[config.mk]
export PLATFORM = sky130hd
export DESIGN_NAME = pal_cell
export DESIGN_NICKNAME = d
export VERILOG_FILES = /design/src/rtl/core/pal_pkg.sv /design/src/rtl/core/pal_cell.sv
export SDC_FILE = /design/constraint.sdc
export NUM_CORES = 1
export LEC_CHECK = 0
export ABC_AREA = 1
export BUFFER_PORTS_ARGS = -buffer_cell sky130_fd_sc_hd__buf_2
export CORE_MARGIN = 5
export CORE_UTILIZATION = 40
export CTS_CLUSTER_SIZE = 20
export DETAILED_ROUTE_END_ITERATION = 8
export PLACE_DENSITY = 0.8
export SKIP_LAST_GASP = 1
export SYNTH_ARGS = -nofsm -noshare
export SYNTH_HDL_FRONTEND = slang
export SYNTH_SLANG_ARGS = --single-unit
[constraint.sdc]
create_clock -name aclk -period 3.4 [get_ports aclk]
set_input_delay 0.34 -clock aclk [delete_from_list [all_inputs] [get_ports aclk]]
set_output_delay 0.34 -clock aclk [all_outputs]
set_load 0.01 [all_outputs]
[src/rtl/core/pal_pkg.sv]
package pal_pkg;

    localparam int DEPTH_DEF       = 64;
    localparam int VALUE_WIDTH_DEF = 32;

    localparam int FUNC_W     = 2;
    localparam int IN_VALUE_W = 32;
    localparam int POS_W      = 7;
    localparam int STATUS_W   = 2;
    localparam int FOUND_W    = 6;
    localparam int LENGTH_W   = 7;

    localparam int S_TDATA_W = 48;
    localparam int M_TDATA_W = 16;

    localparam logic [FUNC_W-1:0] FUNC_FIND   = 2'd0;
    localparam logic [FUNC_W-1:0] FUNC_INSERT = 2'd1;
    localparam logic [FUNC_W-1:0] FUNC_DELETE = 2'd2;

    localparam logic [STATUS_W-1:0] ST_OK       = 2'd0;
    localparam logic [STATUS_W-1:0] ST_FULL     = 2'd1;
    localparam logic [STATUS_W-1:0] ST_BADPOS   = 2'd2;
    localparam logic [STATUS_W-1:0] ST_NOTFOUND = 2'd3;

    typedef enum logic [1:0] {
        CMD_HOLD,
        CMD_INS,
        CMD_DEL,
        CMD_FIND
    } cmd_op_t;

    typedef struct packed {
        cmd_op_t op;
        logic    valid;
    } cell_cmd_t;

endpackage

[src/rtl/core/pal_cell.sv]
module pal_cell #(
    parameter int IDX         = 0,
    parameter int VALUE_WIDTH = pal_pkg::VALUE_WIDTH_DEF,
    parameter int IW          = 6,
    parameter int CW          = 7
) (
    input  logic                   aclk,
    input  pal_pkg::cell_cmd_t     cmd,
    input  logic [IW-1:0]          slot,
    input  logic [CW-1:0]          count,
    input  logic [VALUE_WIDTH-1:0] value,
    input  logic [VALUE_WIDTH-1:0] left_data,
    input  logic [VALUE_WIDTH-1:0] right_data,
    output logic [VALUE_WIDTH-1:0] data,
    output logic                   match
);

    logic [VALUE_WIDTH-1:0] data_reg;
    logic                   match_reg;

    always_ff @(posedge aclk) begin
        if (cmd.valid) begin
            case (cmd.op)
                pal_pkg::CMD_INS: begin
                    if (slot == IW'(IDX)) begin
                        data_reg <= value;
                    end else if (slot < IW'(IDX)) begin
                        data_reg <= left_data;
                    end
                end
                pal_pkg::CMD_DEL: begin
                    if (slot <= IW'(IDX)) begin
                        data_reg <= right_data;
                    end
                end
                pal_pkg::CMD_FIND: begin
                    match_reg <= (CW'(IDX) < count) && (data_reg == value);
                end
                default: begin
                end
            endcase
        end
    end

    assign data  = data_reg;
    assign match = match_reg;

endmodule

==> results.yml <==
critical_path:
  cp_data_required_time_ns: 3.35
  path_cells: "buf_2, inv_1, nor2_4, inv_2, a21oi_4, buf_4"
  max_stage_delay_ns: 0.41
  crit_path_max_fanout: 20
  critPathBufInv: 4
  crit_arrival_ns: 1.49
  path_class: "in -> reg"
  crit_family: "buffers and inverters"
  rrSetupSlack_ns: 2.21
  worstSetupStartpointType: "input port"
  cp-end-kind: "flip-flop"
  critical-path-slowest-cell: "a21oi_4"
clock_tree:
  htreeDepth: 2
  ctsLongestPathBuffers: 2
  cts_tree: "built"
  cts_hold_repair.buffers: 0
  postCtsSetupBuffers: 0
  cts.sinks: 33
  cts_repair_resize_count: 0
  root_buffer: "clkbuf_8"
  clkTransAtPathRegs_ns: 0.06
  clk_latency_ns: 0.27
  cts_buffers: 5
logic_synthesis:
  synth.yosys.warnings: 0
  syn-instance-count: 266
  synthesis.area_mm2: 0.00198
  syn_area_per_cell_um2: 7.44
  synthDistinctLibCells: 17
  yosysMostFrequentCell: "nand2_1"
  synth_area_leader_cell: "edfxtp_1"
  synth_top_area_share_pct: 50.1
  ys_ff_latch: 33
  synth_area_leaders: "edfxtp_1, nand2_1, inv_1"
  ys_seq_area_share_pct: 50.1
  ys_top_cells_by_count: "nand2_1, inv_1, edfxtp_1"
  synth_ff_type: "edfxtp_1"
  synth_edf_count: 33
  synth_fp_nets: 379
  synth_async_sr_flop_share_pct: 0
global_route:
  track_usage_pct: 16.1
  grt_max_degree: 54
  grt_overflow_total: 0
  grt_pass1_wl_mm: 8.11
  antenna_found_initial: 0
  grt_pass1_vias: 1987
status:
  outcome: "completed"
placed_design:
  placed_area_mm2: 0.00262
  port_buffers: 113
  dp_hpwl_mm: 4.20
  routabilityCongestion: 0.769
floorplan:
  start_util_pct: 41.6
  coreArea_mm2: 0.00475
  io_pins: 146
  die_height_um: 80.3
  die_w_um: 80.3
  die_area_mm2: 0.00645
  row_count: 25
sta:
  setup_viol: 0
  finalCriticalPeriod_ns: 1.54
  max_freq_mhz: 648
  rsz0062_at_grt: "false"
  worstMarginPinSlew_ns: 0.450
  finalCritPeriodShare_pct: 45.4
  hold_viol_final: 0
  skew_ns: 0.00687
  drv_slew: 0
  setup_tns_ns: 0
  relSlewSlack_pct: 70.0
detailed_routing:
  viasPerCell: 4.38
  wire_per_inst_um: 11.5
  antenna_left: 0
  first_iter_violations: 89
  drc: 0
  wl_mm: 5.17
  drtPass1Iterations: 4
  vias: 1965
cells_and_area:
  diodes: 0
  num-nets-final: 495
  fillers: 469
  syn2layout_area_growth_pct: 36.5
  drive_gt1_share_pct: 32.2
  design_area_mm2: 0.00270
  largest_reg_flops: 32
power_and_ir_drop:
  p_per_area_mw_per_mm2: 314
  power.leakage_nw: 1.39
  ir_worst_vdd_mv: 0.197
worst_hold_path:
  hp-class: "in -> reg"
job:
  cap_violations: 0
## cells in the final DEF (no fill, tap or decap), drive strengths merged
master / count
nand4: 1
nor2b: 1
xnor2: 10
o21ai: 28
edfxtp: 33
nor3: 1
nand2: 119
a21oi: 1
nor2: 24
buf: 115
clkbuf: 6
clkinv: 1
or2: 1
nand3: 2
inv: 39
## layout make-up
cell class              count  area [um^2]  share of cell area [%]
clock buffers               6         72.6                    2.69
repair buffers            115          581                    21.5
inverters                  39          146                    5.42
clock inverters             1         3.75                   0.139
well taps                  67         83.8                    3.10
flip-flops and latches     33          991                    36.7
multi-input cells         188          822                    30.4
## metal layers
metal / up-vias / global-route usage (%) / wire length [um]
li1: 1053 / - / -
met1: 837 / 17.3 / 2080
met2: 62 / 30.5 / 2660
met3: 13 / 3.14 / 307
met4: 0 / 5.91 / 123
met5: - / 0 / 0
## cells by family after synthesis
group,share of synthesized area (%)
AOI/OAI and AO/OA,7.34
xor gates and xnor gates,4.43
buffers and inverters,8.92
DFF,50.1
and+or+nand+nor,29.2
## worst min-delay path: cells and delay by family
| family | cells | cell delay [ns] |
|---|---|---|
| buffers and inverters | 1 | 0.07 |
| AND/OR/NAND/NOR | 2 | 0.09 |
## through the flow
stage                     total power [W]  hold slack (ns)  setup WS [ns]  std cells  utilization (%)
after global placement           0.000581            0.609           1.56        442             55.2
final                            0.000848            0.333           1.86        449             56.8
after global routing             0.000894            0.327           1.75        449             56.8
after floorplan                  0.000522            0.519          0.606        266                -
after CTS                        0.000860            0.324           1.83        449             56.8
after detailed placement         0.000585            0.616           1.53        442             55.2
## worst paths after layout
| path | startpoint | to | depth (start not counted) |
|---|---|---|---|
| max | cmd[2] | data[2]$_DFFE_PP_ | 6 |
| min | right_data[31] | data[31]$_DFFE_PP_ | 3 |
| max reg2reg | data[0]$_DFFE_PP_ | match$_DFFE_PP_ | 6 |
| min reg2reg | data[30]$_DFFE_PP_ | match$_DFFE_PP_ | 5 |
## where the power goes
part / switching [W] / internal [W]
combinational: 0.0000624 / 0.0000595
clock: 0.000135 / 0.000138
sequential: 0.000000864 / 0.000452
No activity file was read; power rests on OpenSTA's default activity.
